File: config.mk
export PLATFORM = sky130hd
export DESIGN_NAME = masked_roi_depth_stats_flat
export DESIGN_NICKNAME = d
export VERILOG_FILES = /design/src/design/mrds_pkg.sv /design/src/design/mrds_if.sv /design/src/design/mrds_ctrl.sv /design/src/design/mrds_dp.sv /design/src/design/masked_roi_depth_stats.sv /design/src/flat_wrapper.sv
export VERILOG_INCLUDE_DIRS = /design/src /design/src/design
export SDC_FILE = /design/constraint.sdc
export NUM_CORES = 1
export LEC_CHECK = 0
export ABC_AREA = 1
export BUFFER_PORTS_ARGS = -buffer_cell sky130_fd_sc_hd__buf_2
export CORE_MARGIN = 8
export CORE_UTILIZATION = 37
export CTS_CLUSTER_SIZE = 20
export DETAILED_ROUTE_END_ITERATION = 8
export MAX_ROUTING_LAYER = met4
export SLEW_MARGIN = 20
export SYNTH_ARGS = -nofsm -noshare
export SYNTH_HDL_FRONTEND = slang
export SYNTH_SLANG_ARGS = --single-unit
File: constraint.sdc
create_clock -name clk -period 6.6 [get_ports clk]
set_input_delay 1.32 -clock clk [delete_from_list [all_inputs] [get_ports clk]]
set_output_delay 1.32 -clock clk [all_outputs]
set_load 0.1 [all_outputs]
File: src/design/assert_macros.svh
// Assertion macros shared by the RTL of the depth statistics block.
// No dependencies; included by files that carry concurrent checks.
`ifndef ASSERT_MACROS_SVH
`define ASSERT_MACROS_SVH

`ifndef SYNTH

// Property must hold at every clock edge outside reset.
`define ASSERT_PROP(lbl, clk, rst_n, prop) \
  lbl: assert property (@(posedge clk) disable iff (!rst_n) prop) \
    else $error("assertion failed");

// Expression must never be true at a clock edge outside reset.
`define ASSERT_NEVER(lbl, clk, rst_n, expr) \
  lbl: assert property (@(posedge clk) disable iff (!rst_n) !(expr)) \
    else $error("forbidden condition seen");

`else

`define ASSERT_PROP(lbl, clk, rst_n, prop)
`define ASSERT_NEVER(lbl, clk, rst_n, expr)

`endif

`endif

File: src/design/mrds_pkg.sv
// Package of the masked ROI depth statistics block: widths, codes, types.
// No dependencies; used by the interfaces and every module of the block.
package mrds_pkg;

  localparam int DEPTH_W   = 16;
  localparam int COORD_W   = 12;
  localparam int ROI_W     = 13;
  localparam int COUNT_W   = 24;
  localparam int SUM_W     = 40;
  localparam int MEAN_W    = 24;
  localparam int CFG_IDX_W = 2;

  // The mean fits in MEAN_W bits, so the quotient needs one step per bit.
  localparam int DIV_STEPS = MEAN_W;
  localparam int DIV_CNT_W = $clog2(DIV_STEPS);

  localparam logic [COUNT_W-1:0] COUNT_MAX = {COUNT_W{1'b1}};
  localparam logic [DEPTH_W-1:0] MIN_INIT  = {DEPTH_W{1'b1}};

  typedef enum logic [CFG_IDX_W-1:0] {
    CFG_ROI_LEFT   = 2'd0,
    CFG_ROI_TOP    = 2'd1,
    CFG_ROI_WIDTH  = 2'd2,
    CFG_ROI_HEIGHT = 2'd3
  } cfg_idx_t;

  typedef enum logic [1:0] {
    ST_ACCUM  = 2'd0,
    ST_DIVIDE = 2'd1,
    ST_WAIT   = 2'd2
  } state_t;

  // Controller to datapath.
  typedef struct packed {
    logic take_pixel;
    logic start_div;
    logic div_step;
    logic load_out;
  } cmd_t;

  // Datapath to controller.
  typedef struct packed {
    logic div_last;
    logic out_full;
  } status_t;

endpackage

File: src/design/mrds_if.sv
// Valid/ready channel interfaces for pixels, results and register writes.
// Depends on mrds_pkg for the field widths.
interface mrds_in_if;
  import mrds_pkg::*;
  logic               valid;
  logic               ready;
  logic [DEPTH_W-1:0] depth;
  logic [COORD_W-1:0] col;
  logic [COORD_W-1:0] row;
  logic               last_pixel;
  modport source (output valid, depth, col, row, last_pixel, input ready);
  modport sink   (input valid, depth, col, row, last_pixel, output ready);
endinterface

interface mrds_out_if;
  import mrds_pkg::*;
  logic               valid;
  logic               ready;
  logic               found;
  logic [MEAN_W-1:0]  mean_depth_q8;
  logic [DEPTH_W-1:0] depth_min;
  logic [DEPTH_W-1:0] depth_max;
  modport source (output valid, found, mean_depth_q8, depth_min, depth_max, input ready);
  modport sink   (input valid, found, mean_depth_q8, depth_min, depth_max, output ready);
endinterface

interface mrds_cfg_if;
  import mrds_pkg::*;
  logic                 valid;
  logic                 ready;
  logic [CFG_IDX_W-1:0] idx;
  logic [ROI_W-1:0]     data;
  modport source (output valid, idx, data, input ready);
  modport sink   (input valid, idx, data, output ready);
endinterface

File: src/design/mrds_ctrl.sv
// Controller of the depth statistics block: pixel intake, divide, result load.
// Depends on mrds_pkg and assert_macros.svh.
`include "assert_macros.svh"

module mrds_ctrl (
  input  logic             clk,
  input  logic             rst_n,
  input  logic             in_valid_i,
  input  logic             in_last_i,
  output logic             in_ready_o,
  input  mrds_pkg::status_t status_i,
  output mrds_pkg::cmd_t    cmd_o
);
  import mrds_pkg::*;

  state_t st_r, st_nxt;

  always_ff @(posedge clk) begin
    if (!rst_n) begin
      st_r <= ST_ACCUM;
    end else begin
      st_r <= st_nxt;
    end
  end

  always_comb begin
    st_nxt = st_r;
    unique case (st_r)
      ST_ACCUM: begin
        if (in_valid_i && in_last_i) begin
          st_nxt = ST_DIVIDE;
        end
      end
      ST_DIVIDE: begin
        if (status_i.div_last) begin
          st_nxt = ST_WAIT;
        end
      end
      ST_WAIT: begin
        if (!status_i.out_full) begin
          st_nxt = ST_ACCUM;
        end
      end
      default: st_nxt = ST_ACCUM;
    endcase
  end

  always_comb begin
    in_ready_o = 1'b0;
    cmd_o      = '0;
    unique case (st_r)
      ST_ACCUM: begin
        in_ready_o       = 1'b1;
        cmd_o.take_pixel = in_valid_i;
        cmd_o.start_div  = in_valid_i && in_last_i;
      end
      ST_DIVIDE: begin
        cmd_o.div_step = 1'b1;
      end
      ST_WAIT: begin
        cmd_o.load_out = !status_i.out_full;
      end
      default: begin
        in_ready_o = 1'b0;
      end
    endcase
  end

  `ASSERT_PROP(a_last_starts_div, clk, rst_n, (st_r == ST_ACCUM && in_valid_i && in_last_i) |=> (st_r == ST_DIVIDE))
  `ASSERT_PROP(a_div_ends, clk, rst_n, (st_r == ST_DIVIDE && status_i.div_last) |=> (st_r == ST_WAIT))
  `ASSERT_NEVER(a_no_load_when_full, clk, rst_n, cmd_o.load_out && status_i.out_full)

endmodule

File: src/design/mrds_dp.sv
// Datapath of the depth statistics block: box test, accumulators, restoring divider
// for the mean, and the result register. Depends on mrds_pkg and assert_macros.svh.
`include "assert_macros.svh"

module mrds_dp #(
  parameter int MAX_COLS = 4096,
  parameter int MAX_ROWS = 4096
) (
  input  logic                          clk,
  input  logic                          rst_n,
  input  mrds_pkg::cmd_t                cmd_i,
  output mrds_pkg::status_t             status_o,
  input  logic [mrds_pkg::DEPTH_W-1:0]  depth_i,
  input  logic [mrds_pkg::COORD_W-1:0]  col_i,
  input  logic [mrds_pkg::COORD_W-1:0]  row_i,
  input  logic                          cfg_we_i,
  input  logic [mrds_pkg::CFG_IDX_W-1:0] cfg_idx_i,
  input  logic [mrds_pkg::ROI_W-1:0]    cfg_data_i,
  input  logic                          out_ready_i,
  output logic                          out_valid_o,
  output logic                          out_found_o,
  output logic [mrds_pkg::MEAN_W-1:0]   out_mean_o,
  output logic [mrds_pkg::DEPTH_W-1:0]  out_min_o,
  output logic [mrds_pkg::DEPTH_W-1:0]  out_max_o
);
  import mrds_pkg::*;

  localparam int BND_W = ROI_W + 2;
  localparam logic [COORD_W:0] COL_LIM = (COORD_W+1)'(MAX_COLS);
  localparam logic [COORD_W:0] ROW_LIM = (COORD_W+1)'(MAX_ROWS);

  // Box registers.
  logic [ROI_W-1:0] roi_left_r, roi_top_r, roi_width_r, roi_height_r;

  always_ff @(posedge clk) begin
    if (!rst_n) begin
      roi_left_r   <= '0;
      roi_top_r    <= '0;
      roi_width_r  <= '0;
      roi_height_r <= '0;
    end else if (cfg_we_i) begin
      unique case (cfg_idx_t'(cfg_idx_i))
        CFG_ROI_LEFT:   roi_left_r   <= cfg_data_i;
        CFG_ROI_TOP:    roi_top_r    <= cfg_data_i;
        CFG_ROI_WIDTH:  roi_width_r  <= cfg_data_i;
        CFG_ROI_HEIGHT: roi_height_r <= cfg_data_i;
      endcase
    end
  end

  // Box test in a signed range wide enough for left plus width.
  logic signed [BND_W-1:0] left_s, top_s, right_s, bottom_s, col_s, row_s;
  logic                    in_box, hit;

  always_comb begin
    left_s   = {{2{roi_left_r[ROI_W-1]}}, roi_left_r};
    top_s    = {{2{roi_top_r[ROI_W-1]}}, roi_top_r};
    right_s  = left_s + $signed({2'b00, roi_width_r});
    bottom_s = top_s + $signed({2'b00, roi_height_r});
    col_s    = $signed({{(BND_W-COORD_W){1'b0}}, col_i});
    row_s    = $signed({{(BND_W-COORD_W){1'b0}}, row_i});
    in_box   = ({1'b0, col_i} < COL_LIM) && ({1'b0, row_i} < ROW_LIM) &&
               (col_s >= left_s) && (col_s < right_s) &&
               (row_s >= top_s) && (row_s < bottom_s);
    hit      = (depth_i != '0) && in_box;
  end

  // Accumulators.
  logic [COUNT_W-1:0] count_r, count_nxt;
  logic [SUM_W-1:0]   sum_r, sum_nxt;
  logic [DEPTH_W-1:0] min_r, min_nxt, max_r, max_nxt;

  always_comb begin
    count_nxt = count_r;
    sum_nxt   = sum_r;
    min_nxt   = min_r;
    max_nxt   = max_r;
    if (hit) begin
      if (count_r != COUNT_MAX) begin
        count_nxt = count_r + COUNT_W'(1);
        sum_nxt   = sum_r + {{(SUM_W-DEPTH_W){1'b0}}, depth_i};
      end
      if (depth_i < min_r) begin
        min_nxt = depth_i;
      end
      if (depth_i > max_r) begin
        max_nxt = depth_i;
      end
    end
  end

  always_ff @(posedge clk) begin
    if (!rst_n || cmd_i.start_div) begin
      count_r <= '0;
      sum_r   <= '0;
      min_r   <= MIN_INIT;
      max_r   <= '0;
    end else if (cmd_i.take_pixel) begin
      count_r <= count_nxt;
      sum_r   <= sum_nxt;
      min_r   <= min_nxt;
      max_r   <= max_nxt;
    end
  end

  // Restoring divider: (sum << 8) / count, one quotient bit per cycle.
  // The quotient bits shift in from the right as dividend bits leave at the left.
  logic [DIV_CNT_W-1:0] div_cnt_r;
  logic [COUNT_W-1:0]   divisor_r, rem_r, rem_nxt;
  logic [MEAN_W-1:0]    quo_r, quo_nxt;
  logic [COUNT_W+1:0]   diff;
  logic                 ge;
  logic [DEPTH_W-1:0]   snap_min_r, snap_max_r;
  logic                 found_r;

  always_comb begin
    diff    = {1'b0, rem_r, quo_r[MEAN_W-1]} - {2'b00, divisor_r};
    ge      = !diff[COUNT_W+1];
    rem_nxt = ge ? diff[COUNT_W-1:0] : {rem_r[COUNT_W-2:0], quo_r[MEAN_W-1]};
    quo_nxt = {quo_r[MEAN_W-2:0], ge};
  end

  always_ff @(posedge clk) begin
    if (!rst_n) begin
      div_cnt_r <= '0;
    end else if (cmd_i.start_div) begin
      div_cnt_r <= DIV_CNT_W'(DIV_STEPS - 1);
    end else if (cmd_i.div_step && div_cnt_r != '0) begin
      div_cnt_r <= div_cnt_r - DIV_CNT_W'(1);
    end
  end

  always_ff @(posedge clk) begin
    if (cmd_i.start_div) begin
      divisor_r  <= count_nxt;
      rem_r      <= sum_nxt[SUM_W-1:SUM_W-COUNT_W];
      quo_r      <= {sum_nxt[SUM_W-COUNT_W-1:0], {(MEAN_W-SUM_W+COUNT_W){1'b0}}};
      snap_min_r <= min_nxt;
      snap_max_r <= max_nxt;
      found_r    <= (count_nxt != '0);
    end else if (cmd_i.div_step) begin
      rem_r <= rem_nxt;
      quo_r <= quo_nxt;
    end
  end

  // Result register.
  logic               out_valid_r, out_found_r;
  logic [MEAN_W-1:0]  out_mean_r;
  logic [DEPTH_W-1:0] out_min_r, out_max_r;

  always_ff @(posedge clk) begin
    if (!rst_n) begin
      out_valid_r <= 1'b0;
    end else if (cmd_i.load_out) begin
      out_valid_r <= 1'b1;
    end else if (out_ready_i) begin
      out_valid_r <= 1'b0;
    end
  end

  always_ff @(posedge clk) begin
    if (cmd_i.load_out) begin
      out_found_r <= found_r;
      out_mean_r  <= found_r ? quo_r : '0;
      out_min_r   <= found_r ? snap_min_r : '0;
      out_max_r   <= found_r ? snap_max_r : '0;
    end
  end

  assign status_o.div_last = (div_cnt_r == '0);
  assign status_o.out_full = out_valid_r && !out_ready_i;

  assign out_valid_o = out_valid_r;
  assign out_found_o = out_found_r;
  assign out_mean_o  = out_mean_r;
  assign out_min_o   = out_min_r;
  assign out_max_o   = out_max_r;

  `ASSERT_PROP(a_div_count_load, clk, rst_n, cmd_i.start_div |=> (div_cnt_r == DIV_CNT_W'(DIV_STEPS - 1)))
  `ASSERT_PROP(a_found_order, clk, rst_n, (out_valid_r && out_found_r) |-> (out_min_r <= out_max_r))
  `ASSERT_PROP(a_empty_zero, clk, rst_n, (out_valid_r && !out_found_r) |-> (out_mean_r == '0 && out_min_r == '0 && out_max_r == '0))

endmodule

File: src/design/masked_roi_depth_stats.sv
// Top level of the masked ROI depth statistics block.
// Depends on mrds_pkg, mrds_if, mrds_ctrl and mrds_dp.
//
//   Channel  Role    Payload                                     Transfer when
//   in_ch    sink    depth, col, row, last_pixel                 valid && ready
//   out_ch   source  found, mean_depth_q8, depth_min, depth_max  valid && ready
//   cfg_ch   sink    idx (register), data (13 bits)              valid && ready
//
// Pixels transfer one per cycle while the block accumulates. A transfer with
// last_pixel set starts a restoring divide in the datapath; ready then stays
// low until the divide ends and the result is loaded, and longer if the
// previous result has not yet transferred. The result is held in an output
// register, so the next frame's pixels are taken while that result waits.
// The register port is always ready. Reset is synchronous and active low; it
// clears the box to zero and empties the accumulators and the result register.

module masked_roi_depth_stats #(
  parameter int MAX_COLS = 4096,
  parameter int MAX_ROWS = 4096
) (
  input  logic       clk,
  input  logic       rst_n,
  mrds_in_if.sink    in_ch,
  mrds_out_if.source out_ch,
  mrds_cfg_if.sink   cfg_ch
);
  import mrds_pkg::*;

  cmd_t    cmd;
  status_t status;
  logic    in_ready;

  // Register writes always taken, unchecked; user must write only when idle.
  assign cfg_ch.ready = 1'b1;
  assign in_ch.ready  = in_ready;

  // The controller sequences accumulation, the divide and the result load.
  mrds_ctrl u_ctrl (
    .clk        (clk),
    .rst_n      (rst_n),
    .in_valid_i (in_ch.valid),
    .in_last_i  (in_ch.last_pixel),
    .in_ready_o (in_ready),
    .status_i   (status),
    .cmd_o      (cmd)
  );

  // The datapath holds the box, accumulators, divider and result register.
  mrds_dp #(
    .MAX_COLS (MAX_COLS),
    .MAX_ROWS (MAX_ROWS)
  ) u_dp (
    .clk         (clk),
    .rst_n       (rst_n),
    .cmd_i       (cmd),
    .status_o    (status),
    .depth_i     (in_ch.depth),
    .col_i       (in_ch.col),
    .row_i       (in_ch.row),
    .cfg_we_i    (cfg_ch.valid),
    .cfg_idx_i   (cfg_ch.idx),
    .cfg_data_i  (cfg_ch.data),
    .out_ready_i (out_ch.ready),
    .out_valid_o (out_ch.valid),
    .out_found_o (out_ch.found),
    .out_mean_o  (out_ch.mean_depth_q8),
    .out_min_o   (out_ch.depth_min),
    .out_max_o   (out_ch.depth_max)
  );

endmodule
File: src/flat_wrapper.sv
// flat-port wrapper written by rule: the top's interface ports become plain ports
module masked_roi_depth_stats_flat import mrds_pkg::*;
#(
  parameter int MAX_COLS = 4096,
  parameter int MAX_ROWS = 4096
)
  (clk, rst_n, in_ch_valid, in_ch_depth, in_ch_col, in_ch_row, in_ch_last_pixel, in_ch_ready, out_ch_valid, out_ch_found, out_ch_mean_depth_q8, out_ch_depth_min, out_ch_depth_max, out_ch_ready, cfg_ch_valid, cfg_ch_idx, cfg_ch_data, cfg_ch_ready);
  mrds_in_if in_ch_i ();
  mrds_out_if out_ch_i ();
  mrds_cfg_if cfg_ch_i ();
  input  logic clk;
  input  logic rst_n;
  input wire logic [$bits(in_ch_i.valid)-1:0] in_ch_valid;
  input wire logic [$bits(in_ch_i.depth)-1:0] in_ch_depth;
  input wire logic [$bits(in_ch_i.col)-1:0] in_ch_col;
  input wire logic [$bits(in_ch_i.row)-1:0] in_ch_row;
  input wire logic [$bits(in_ch_i.last_pixel)-1:0] in_ch_last_pixel;
  output wire logic [$bits(in_ch_i.ready)-1:0] in_ch_ready;
  output wire logic [$bits(out_ch_i.valid)-1:0] out_ch_valid;
  output wire logic [$bits(out_ch_i.found)-1:0] out_ch_found;
  output wire logic [$bits(out_ch_i.mean_depth_q8)-1:0] out_ch_mean_depth_q8;
  output wire logic [$bits(out_ch_i.depth_min)-1:0] out_ch_depth_min;
  output wire logic [$bits(out_ch_i.depth_max)-1:0] out_ch_depth_max;
  input wire logic [$bits(out_ch_i.ready)-1:0] out_ch_ready;
  input wire logic [$bits(cfg_ch_i.valid)-1:0] cfg_ch_valid;
  input wire logic [$bits(cfg_ch_i.idx)-1:0] cfg_ch_idx;
  input wire logic [$bits(cfg_ch_i.data)-1:0] cfg_ch_data;
  output wire logic [$bits(cfg_ch_i.ready)-1:0] cfg_ch_ready;
  assign in_ch_i.valid = in_ch_valid;
  assign in_ch_i.depth = in_ch_depth;
  assign in_ch_i.col = in_ch_col;
  assign in_ch_i.row = in_ch_row;
  assign in_ch_i.last_pixel = in_ch_last_pixel;
  assign in_ch_ready = in_ch_i.ready;
  assign out_ch_valid = out_ch_i.valid;
  assign out_ch_found = out_ch_i.found;
  assign out_ch_mean_depth_q8 = out_ch_i.mean_depth_q8;
  assign out_ch_depth_min = out_ch_i.depth_min;
  assign out_ch_depth_max = out_ch_i.depth_max;
  assign out_ch_i.ready = out_ch_ready;
  assign cfg_ch_i.valid = cfg_ch_valid;
  assign cfg_ch_i.idx = cfg_ch_idx;
  assign cfg_ch_i.data = cfg_ch_data;
  assign cfg_ch_ready = cfg_ch_i.ready;
  masked_roi_depth_stats #(.MAX_COLS(MAX_COLS), .MAX_ROWS(MAX_ROWS)) u_core (.clk(clk), .rst_n(rst_n), .in_ch(in_ch_i), .out_ch(out_ch_i), .cfg_ch(cfg_ch_i));
endmodule
==> results.md, run 1 <==
Timing:
- The worst max-slew margin expressed relative to the limit is 37.39%.
- The worst path uses 80.38% of the clock period.
- The final-report hold violation count is 0.
- The final-report setup violation count is 0.
- The worst path meets setup with 1.295 ns of slack.
- The transition time at the pin with the least slew margin is 0.9365 ns.
- The setup total negative slack is 0 ns.
- Based on the critical path, the design can be clocked at up to 188.5 MHz.
- The count of final max-slew check failures is 0.
- Setup repair after global routing left no endpoint under its margin.
- The final worst hold slack is 0.4513 ns.
- The smallest clock period supported by the final layout is computed as 5.305 ns.
- Across the routed clock network, the largest skew measured is 0.02745 ns.

Critical path:
- The worst setup path is captured at a flop.
- For the worst setup path, the data arrival time is 5.62 ns.
- The reg-to-reg startpoint is u_core.u_dp.roi_left_r[0].
- The flop-to-flop setup slack is 1.30 ns.
- The class of the most critical setup path is reg2reg.
- At the worst endpoint, the required time is 6.91 ns.
- The number of cell instances on the worst register-to-register path is 19.
- The capturing point of the worst reg2reg path is u_core.u_dp.quo_r[20].
- The launching element type of the critical path is a flop.
- In this run the worst path has a maximum fanout of 32.

Cells and area:
- The fraction of final layout cells with drive strength greater than 1 is 7.360%.
- The finished layout cell area is 0.02265 sq mm.
- Fill cells in the final layout number 5477.
- The area overhead of the layout relative to synthesis is 12.13%.
- The number of nets in the finished design is 3050.

Floorplan:
- The overall die width is 249.7 microns.
- After floorplanning, the core was sized to cover 0.05392 sq mm.
- The number of top-level design ports is 121.
- The floorplan has 85 rows.
- The floorplan step set the die height to 249.7 microns.
- The floorplan step defined a die boundary enclosing 0.06234 sq mm.
- The initial cell density of the core is 37.47%.

Synth:
- The number of nets handed over by synthesis was 2972.
- The count of flip-flops with a built-in enable after synthesis is 154.
- The count of yosys warnings during synthesis is 0.
- The fraction of registers with async set or reset after synthesis is 0%.
- Among all flip-flop cells after synthesis, the most frequent one is sky130_fd_sc_hd__dfxtp_1.
- The most frequent cell after synthesis is sky130_fd_sc_hd__nand2_1.
- The synthesized area divided by synthesized cell count is 7.323 sq um.
- After synthesis, flip-flops and latches occupy 39.14% of the total area.
- After synthesis, the cell types taking the most area are sky130_fd_sc_hd__edfxtp_1 (23%), sky130_fd_sc_hd__dfxtp_1 (16%), sky130_fd_sc_hd__nand2_1 (12%).
- The register bit total from synthesis is 318.
- The number of instances in the synthesized netlist is 2759.
- The largest area contributor in the synthesized netlist is sky130_fd_sc_hd__edfxtp_1.
- After synthesis, the most frequently instantiated cells are sky130_fd_sc_hd__nand2_1 (633), sky130_fd_sc_hd__inv_1 (435), sky130_fd_sc_hd__o21ai_0 (318).
- Summed over its instances, the top area cell type makes up 22.89% of the synthesized netlist area.
- The combined area of all synthesized cells is 0.02020 sq mm.
- The synthesized netlist contains 43 unique library cells.

Clock tree:
- The tree built by TritonCTS fans out to 318 sinks.
- In this run the deepest clock path goes through 3 buffers.
- TritonCTS built the clock tree.
- Buffers inserted to repair hold after CTS numbered 0.
- The total CTS buffers is 38.
- Post-CTS repair changed the size of 0 cells.
- The H-tree generated during clock tree synthesis spans 2 levels.
- The CTS clock-pin slew for the worst setup and hold paths is 0.07 ns.
- The later pin in the worst-skew pair is clocked with a latency of 0.57 ns.
- Post-CTS timing repair inserted 0 buffers for setup.
- The cell chosen for the clock root is sky130_fd_sc_hd__clkbuf_16.

Place:
- The post-place setup slack is 1.296 ns.
- The count of input and output buffers is 119.
- The half-perimeter wire length of the detailed placement result is 42110 microns.
- The placed standard-cell area is 0.02140 sq mm.
- Routability-driven placement finished with a final weighted congestion of 0.9459.

Min path:
- The worst hold path terminates at u_core.u_dp.roi_height_r[9].
- The number of stages on the worst hold path is 2.
- The beginning of the worst hold path is u_core.u_dp.roi_height_r[9].
- The worst min-delay path class is reg2reg.

Drt:
- The remaining number of nets flagged by the antenna check after routing is 0.
- The final route contains 18340 vias.
- After detailed routing, the average wire length per cell comes to 16.16 microns.
- After detailed routing, the total wire length is 57580 microns.
- The total DRC errors in the routed layout is 0.
- After the first detailed-routing iteration, the DRC count stood at 1375.
- After detailed routing, the number of vias per cell comes to 5.146.
- The number of detailed-route iterations in the first pass is 6.

Global routing:
- The largest net degree at the start of global routing is 74.
- The total global routing overflow is 0.
- The number of antenna violations at the first check in global routing is 0.
- The via count of the first global-routing pass was 17710.
- The global-route total usage across every layer is 18.34%.
- The first-pass GRT wire length is 92690 microns.

Power:
- The leakage power of the design is 10.44 nW.
- The cell area power density is 259.5 mW/mm^2.
- The peak supply drop is 151.5 uV.
- Overall power consumption after layout is estimated at 0.005878 W.

Run status:
- The flow ran to the end, and the final reports show no timing, DRC or antenna violations.

Flow run:
- The tool flagged a number of max-cap violations equal to 0.
## worst max-delay path by stage
stage,start,end,cells after the start
finish,u_core.u_dp.roi_left_r[0],u_core.u_dp.quo_r[20],19
global route,u_core.u_dp.roi_top_r[0],u_core.u_dp.quo_r[9],22
CTS,u_core.u_dp.roi_top_r[0],u_core.u_dp.quo_r[20],22
detailed placement,in_ch_row[2],u_core.u_dp.quo_r[20],17
global placement,in_ch_row[6],u_core.u_dp.quo_r[10],17
floorplan,out_ch_ready,u_core.u_dp.out_found_o,2
## cell families after synthesis
family	share of synthesized area, %
AND/OR/NAND/NOR	21.40
AO/OA/AOI/OAI	16.46
buffers and inverters	10.17
flip-flops	39.14
adder cells (fa/ha/maj)	9.562
XOR/XNOR	3.251
other	0.01856
## placed cells by master (no fill, tap or decap), types with 7 or more instances in the layout
master	netlist	final
sky130_fd_sc_hd__ha_1	148	148
sky130_fd_sc_hd__o22ai_1	8	8
sky130_fd_sc_hd__clkbuf_1	69	7
sky130_fd_sc_hd__buf_2	16	119
sky130_fd_sc_hd__nor3_1	43	42
sky130_fd_sc_hd__o21ai_0	318	318
sky130_fd_sc_hd__nand2_1	633	631
sky130_fd_sc_hd__nor2_1	170	170
sky130_fd_sc_hd__nand4_1	59	59
sky130_fd_sc_hd__o21ai_1	17	16
sky130_fd_sc_hd__clkbuf_16	0	38
sky130_fd_sc_hd__inv_1	435	435
sky130_fd_sc_hd__a21oi_1	244	243
sky130_fd_sc_hd__dfxtp_1	164	164
sky130_fd_sc_hd__nor4_1	20	20
sky130_fd_sc_hd__o211ai_1	8	8
sky130_fd_sc_hd__nand3_1	100	100
sky130_fd_sc_hd__a21o_1	10	10
sky130_fd_sc_hd__xor2_1	52	52
sky130_fd_sc_hd__xnor2_1	23	23
sky130_fd_sc_hd__buf_4	1	16
sky130_fd_sc_hd__a31oi_1	14	14
sky130_fd_sc_hd__edfxtp_1	154	154
## layer usage
layer	global-route usage [%]	vias up	wire length, microns
met5	-	-	0
met4	5.118	0	1349
met3	2.889	91	3205
met2	29.90	434	26310
met1	23.47	8548	26710
li1	-	9269	-
## state kept, by name (all words and copies together) (netlist names), 16 cells and up
register,flops
u_core.u_dp.snap_min_r,16
u_core.u_dp.out_max_o,16
u_core.u_dp.out_min_o,16
u_core.u_dp.sum_r,40
u_core.u_dp.count_r,24
u_core.u_dp.divisor_r,24
u_core.u_dp.quo_r,24
u_core.u_dp.rem_r,24
u_core.u_dp.snap_max_r,16
u_core.u_dp.min_r,16
u_core.u_dp.out_mean_o,24
u_core.u_dp.max_r,16
## critical path, cell delays in order (launching register included)
cell                      delay [ns]
sky130_fd_sc_hd__dfxtp_1        0.33
sky130_fd_sc_hd__ha_1           0.24
sky130_fd_sc_hd__fa_1           0.43
sky130_fd_sc_hd__nand3_1        0.10
sky130_fd_sc_hd__nand3_1        0.13
sky130_fd_sc_hd__a21oi_1        0.20
sky130_fd_sc_hd__xor2_1         0.17
sky130_fd_sc_hd__ha_1           0.26
sky130_fd_sc_hd__a21oi_1        0.13
sky130_fd_sc_hd__o21ai_0        0.10
sky130_fd_sc_hd__nand3_1        0.09
sky130_fd_sc_hd__nand2_1        0.08
sky130_fd_sc_hd__nor2_4         0.48
sky130_fd_sc_hd__nand3_4        0.54
sky130_fd_sc_hd__nor2_1         0.71
sky130_fd_sc_hd__inv_1          0.60
sky130_fd_sc_hd__nand2_1        0.16
sky130_fd_sc_hd__o21ai_0        0.12
sky130_fd_sc_hd__nand2_1        0.10
sky130_fd_sc_hd__nand2_1        0.07
## through the flow
stage	std cells	util, %
2_1_floorplan	2759	-
3_3_place_gp	3493	39.70
3_5_place_dp	3493	39.70
4_1_cts	3563	41.98
5_1_grt	3563	42.01
6_report	3564	42.01
## final cells by class
type	instances	area, sq um	share of cell area [%]
Antenna cell	1	2.502	0.01105
Clock buffer	50	1046	4.617
Multi-Input combinational cell	1904	10270	45.33
Tap cell	696	870.8	3.844
Inverter	440	1654	7.302
Clock inverter	20	187.7	0.8285
Timing Repair Buffer	135	715.7	3.159
Sequential cell	318	7908	34.91
## power by group
| part | switching (W) | internal, W | total, W |
|---|---|---|---|
| sequential | 0.0000971 | 0.00228 | 0.00237 |
| clock | 0.000901 | 0.00117 | 0.00208 |
| combinational | 0.000970 | 0.000459 | 0.00143 |
No activity file was read; power rests on OpenSTA's default activity.
==> inputs of run 2 (changes only) <==
--- a/config.mk
+++ b/config.mk
@@ -6,7 +6,7 @@
 export SDC_FILE = /design/constraint.sdc
 export NUM_CORES = 1
 export LEC_CHECK = 0
-export ABC_AREA = 1
+export ABC_AREA = 0
 export BUFFER_PORTS_ARGS = -buffer_cell sky130_fd_sc_hd__buf_2
 export CORE_MARGIN = 8
 export CORE_UTILIZATION = 37
==> constraint.sdc (replaced) <==
create_clock -name clk -period 4.3 [get_ports clk]
set_input_delay 0.86 -clock clk [delete_from_list [all_inputs] [get_ports clk]]
set_output_delay 0.86 -clock clk [all_outputs]
set_load 0.1 [all_outputs]
==> run 2 against run 1 <==
The flow now finishes with violations (negative setup slack). Hold slack improved by 0.016 ns. Via count decreased by 17%. Register-to-register slack got worse by 1.8 ns.
==> results.md, run 2 <==
Clock tree:
- The clock tree from TritonCTS is yes.
- The total CTS buffers is 36 (-5.3%).
- The CTS clock-pin slew for the worst setup and hold paths is 0.06 ns (about the same).
- The number of buffers between clock root and the deepest sink is 3 (unchanged).
- The count of clock tree sinks is 318 (unchanged).
- The tree is rooted in a sky130_fd_sc_hd__clkbuf_16.
- The post-cts hold buffer count was 0 (unchanged).
- The source-to-sink clock delay at the later pin of the worst-skew pair is 0.54 ns (-0.03 ns).
- The deepest level of the CTS H-tree came to 2 (unchanged).

Timing:
- The final-report setup violation count is 182 (+182).
- The worst max-slew margin expressed relative to the limit was 29.64% (-7.8 points).
- The count of final max-slew check failures was 0 (unchanged).
- The transition time at the pin with the least slew margin is 1.055 ns (+0.1189 ns).
- The final worst-path setup slack is -0.5525 ns (-1.848 ns).
- Setup repair after global routing could not meet its margin everywhere.
- The worst clock skew is 0.01818 ns (-0.009273 ns).
- The final-report hold violation count is 0 (unchanged).
- The minimum clock period came to 4.852 ns (-0.4523 ns).
- The maximum clock rate is 206.1 MHz (+9.3%).
- The setup total negative slack is -57.20 ns (-57.20 ns).
- The share of the clock period used by the worst path is 112.8% (+32 points).

Drt:
- The total DRC errors in the routed layout is 0 (unchanged).
- The number of vias per cell is 5.100 (-0.90%).
- The number of detailed-route iterations in the first pass is 5 (-1).
- The violation count after the first detailed-routing iteration is 805 (-41%).
- The remaining number of nets flagged by the antenna check after routing is 0 (unchanged).
- The average detailed-routed wire length per instance came to 16.84 microns (+4.3%).
- The total wire length after detailed routing is 50300 microns (-13%).
- The number of vias in the routed layout is 15230 (-17%).

Cells and area:
- The flip-flop count of the largest register after layout was 40 (unchanged).
- The final standard cell count with taps included and fillers excluded is 2986 (-16%).
- The top cell types in the final layout, fill and taps aside, are sky130_fd_sc_hd__nand2_1 (247), sky130_fd_sc_hd__dfxtp_1 (162), sky130_fd_sc_hd__edfxtp_1 (154).
- The storage element area is 0.007910 sq mm (about the same).
- The fraction of final layout cells with drive strength greater than 1 came to 28.24% (+21 points).
- Relative to the synthesized area, the layout overhead comes to 32.01%.
- The footprint of the multi-input gates came to 0.01130 sq mm (+10%).
- The number of nets in the finished design came to 2494 (-18%).
- The utilization after layout was 49.05% (+7.0 points).
- The most frequent standard cell in the layout excluding fill and tap cells is sky130_fd_sc_hd__nand2_1.
- The number of fillers in the final layout was 4457 (-19%).
- The register with the most flip-flops is u_core.u_dp.sum_r.

Global routing:
- The met2 global-route usage is 29.40% (-0.50 points).
- The number of antenna violations at the first check in global routing is 5 (+5).
- After global routing, the most crowded layer is met2.
- The fraction of met1 tracks used by global routing is 21.50% (-2.0 points).
- The global-route total usage across every layer is 17.51% (-0.83 points).
- The largest net degree at the start of global routing is 80 (+8.1%).
- The total global routing overflow is 0 (unchanged).
- The met3 track utilization from global routing came to 3.129% (+0.24 points).
- The via count of the first global-routing pass is 15280 (-14%).
- The first-pass GRT wire length is 79330 microns (-14%).

Place:
- The half-perimeter wire length of the detailed placement result came to 34650 microns (-18%).
- The placed cell count is 2861 (-18%).
- The routability-driven placement congestion ratio is 0.8771 (-7.3%).
- The count of input and output buffers is 119 (unchanged).
- The post-place setup slack is -0.7473 ns (-2.043 ns).

Synth:
- The most frequent cell after synthesis is sky130_fd_sc_hd__nand2_1.
- The share of the synthesized area in the top cell type is 25.01% (+2.1 points).
- The count of flip-flops with a built-in enable after synthesis came to 154 (unchanged).
- The synthesized area divided by synthesized cell count is 9.268 sq um (+27%).
- The register bit total from synthesis came to 318 (unchanged).
- The synthesized design spends more area on one cell type than any other, namely sky130_fd_sc_hd__edfxtp_1.
- The combined area of all synthesized cells is 0.01849 sq mm (-8.5%).
- The number of distinct library cells after synthesis is 84 (+95%).
- The fraction of the yosys area taken by sequential cells is 42.77% (+3.6 points).
- The count of yosys warnings during synthesis is 0 (unchanged).
- Yosys attributes the largest share of cell area to sky130_fd_sc_hd__edfxtp_1 (25%), sky130_fd_sc_hd__dfxtp_1 (18%), sky130_fd_sc_hd__ha_1 (10%).
- The synthesized netlist net count came to 2208 (-26%).
- In the synthesized netlist, the cells that appear most often are sky130_fd_sc_hd__nand2_1 (289), sky130_fd_sc_hd__dfxtp_1 (164), sky130_fd_sc_hd__edfxtp_1 (154).
- The most used flip-flop cell after synthesis is sky130_fd_sc_hd__dfxtp_1.
- The fraction of registers with async set or reset after synthesis is 0% (unchanged).
- The number of instances in the synthesized netlist is 1995 (-28%).

Min path:
- The worst min-delay path class is reg2reg.

Critical path:
- The class of the most critical setup path is reg2reg.
- The cell with the largest stage delay on the worst path is sky130_fd_sc_hd__or4_1.
- The endpoint kind of the worst setup timing path is a flop.
- The required time of the critical path is 4.58 ns (-2.33 ns).
- The stage delay of the slowest cell on the critical path was 0.48 ns (-0.23 ns).
- The largest fanout on the critical path is 7 (-78%).
- STA classifies the critical path startpoint as a flop.
- Counting stages on the worst path, the most repeated cell is sky130_fd_sc_hd__a21o_1.
- The data arrival time of the critical path is 5.13 ns (-0.49 ns).
- Walking the worst path, the cells encountered are ha_4, fa_2, a211oi_2, o21a_2, nor2_2, a21oi_2, xor2_1, ha_1, a21o_1, a21o_1, a2111oi_4, o211ai_1, a31oi_1, a311oi_2, nor4_4, buf_6, nand2_8, buf_12, nor3_4, and3_1, o22ai_1, or4_1.

Run status:
- The run finished, with violations left.
- The final reports fail on negative setup slack.

Floorplan:
- The overall die width is 239.5 microns (-4.1%).
- The placeable core region is 0.04976 sq mm (-7.7%).
- The initial cell density of the core is 37.16% (-0.31 points).
- The row count was 82 (-3.5%).
- The number of top-level design ports is 121 (unchanged).
- The die area was 0.05738 sq mm (-7.9%).
- The vertical extent of the die was 239.5 microns (-4.1%).

Power:
- The peak supply drop came to 276.8 uV (+83%).
- The leakage power of the design is 9.784 nW (-6.3%).
- The cell area power density is 340.8 mW/mm^2 (+31%).

Flow run:
- The max-capacitance violation count is 0 (unchanged).
## run 2: cell count changes in the layout (fill, tap and decap cells not counted), sizes merged, moves of 40 or more
| cell | change |
|---|---|
| a21boi | +58 |
| nand4 | -40 |
| mux2i | +46 |
| a21oi | -123 |
| buf | +198 |
| inv | -334 |
| o21ai | -232 |
| nand2 | -343 |
| and2 | +68 |
| xnor2 | +59 |
| nand3 | -68 |
## run 2: per-stage QoR
step                area [sq um]  hold WS [ns]  total power (W)
global route               24410        0.4846         0.008696
global placement           21050        0.4546         0.004954
detailed placement         21050        0.4564         0.005003
finish                     24410        0.4672         0.008318
CTS                        23550        0.4707         0.008317
floorplan                  18730        0.4382         0.004540
## run 2: area by class of cell
class,instances,share of cell area [%]
clock inverter,19,0.8407
inverter,106,1.635
multi-input combinational,1483,46.29
clock buffer,47,4.116
tap,672,3.445
timing repair buffer,336,11.21
sequential,318,32.41
antenna,5,0.05126
## run 2: cells by family (layout without fill, tap and decap cells)
logic type | Yosys count | in the layout | synth area share (%)
compound gates | 426 | 426 | 14.70
xor+xnor | 151 | 151 | 7.153
fa+ha+maj | 152 | 152 | 10.45
buf+inv | 194 | 508 | 4.250
flops | 318 | 318 | 42.77
mux | 51 | 51 | 2.795
other cells | 1 | 6 | 0.02028
simple gates | 702 | 702 | 17.87
## run 2: power by group
| group | switching [W] | internal (W) |
|---|---|---|
| Combinational | 0.000982 | 0.000715 |
| Clock | 0.00131 | 0.00185 |
| Sequential | 0.0000829 | 0.00338 |
## run 2: final timing paths
kind                          startpoint  cells past startpoint                     endpoint  slack [ns]
max           u_core.u_dp.roi_width_r[0]                     22          u_core.u_dp.found_r       -0.55
min          u_core.u_dp.roi_width_r[10]                      2  u_core.u_dp.roi_width_r[10]        0.47
max reg2reg   u_core.u_dp.roi_width_r[0]                     22          u_core.u_dp.found_r       -0.55
min reg2reg  u_core.u_dp.roi_width_r[10]                      2  u_core.u_dp.roi_width_r[10]        0.47
## run 2: metal layers
metal | wire, microns | up-vias
li1 | - | 7566
met1 | 22210 | 7257
met2 | 24410 | 321
met3 | 2519 | 85
met4 | 1157 | 0
met5 | 0 | -
## run 2: worst max-delay path, delay by kind of cell (launching register included)
kind,cells,cell delay [ns]
AOI/OAI and AO/OA,10,1.82
xor gates and xnor gates,1,0.17
adders and majority gates,3,0.80
buffers and inverters,2,0.35
DFF,1,0.33
and+or+nand+nor,6,1.13
## run 2: timing repair
item / 4_1_cts / 5_1_grt
pin swaps: 52 / 52
gates cloned: 16 / 2
setup buffers: 26 / 32
endpoints found under the setup margin: 191 / 192
gates resized for setup: 239 / 202
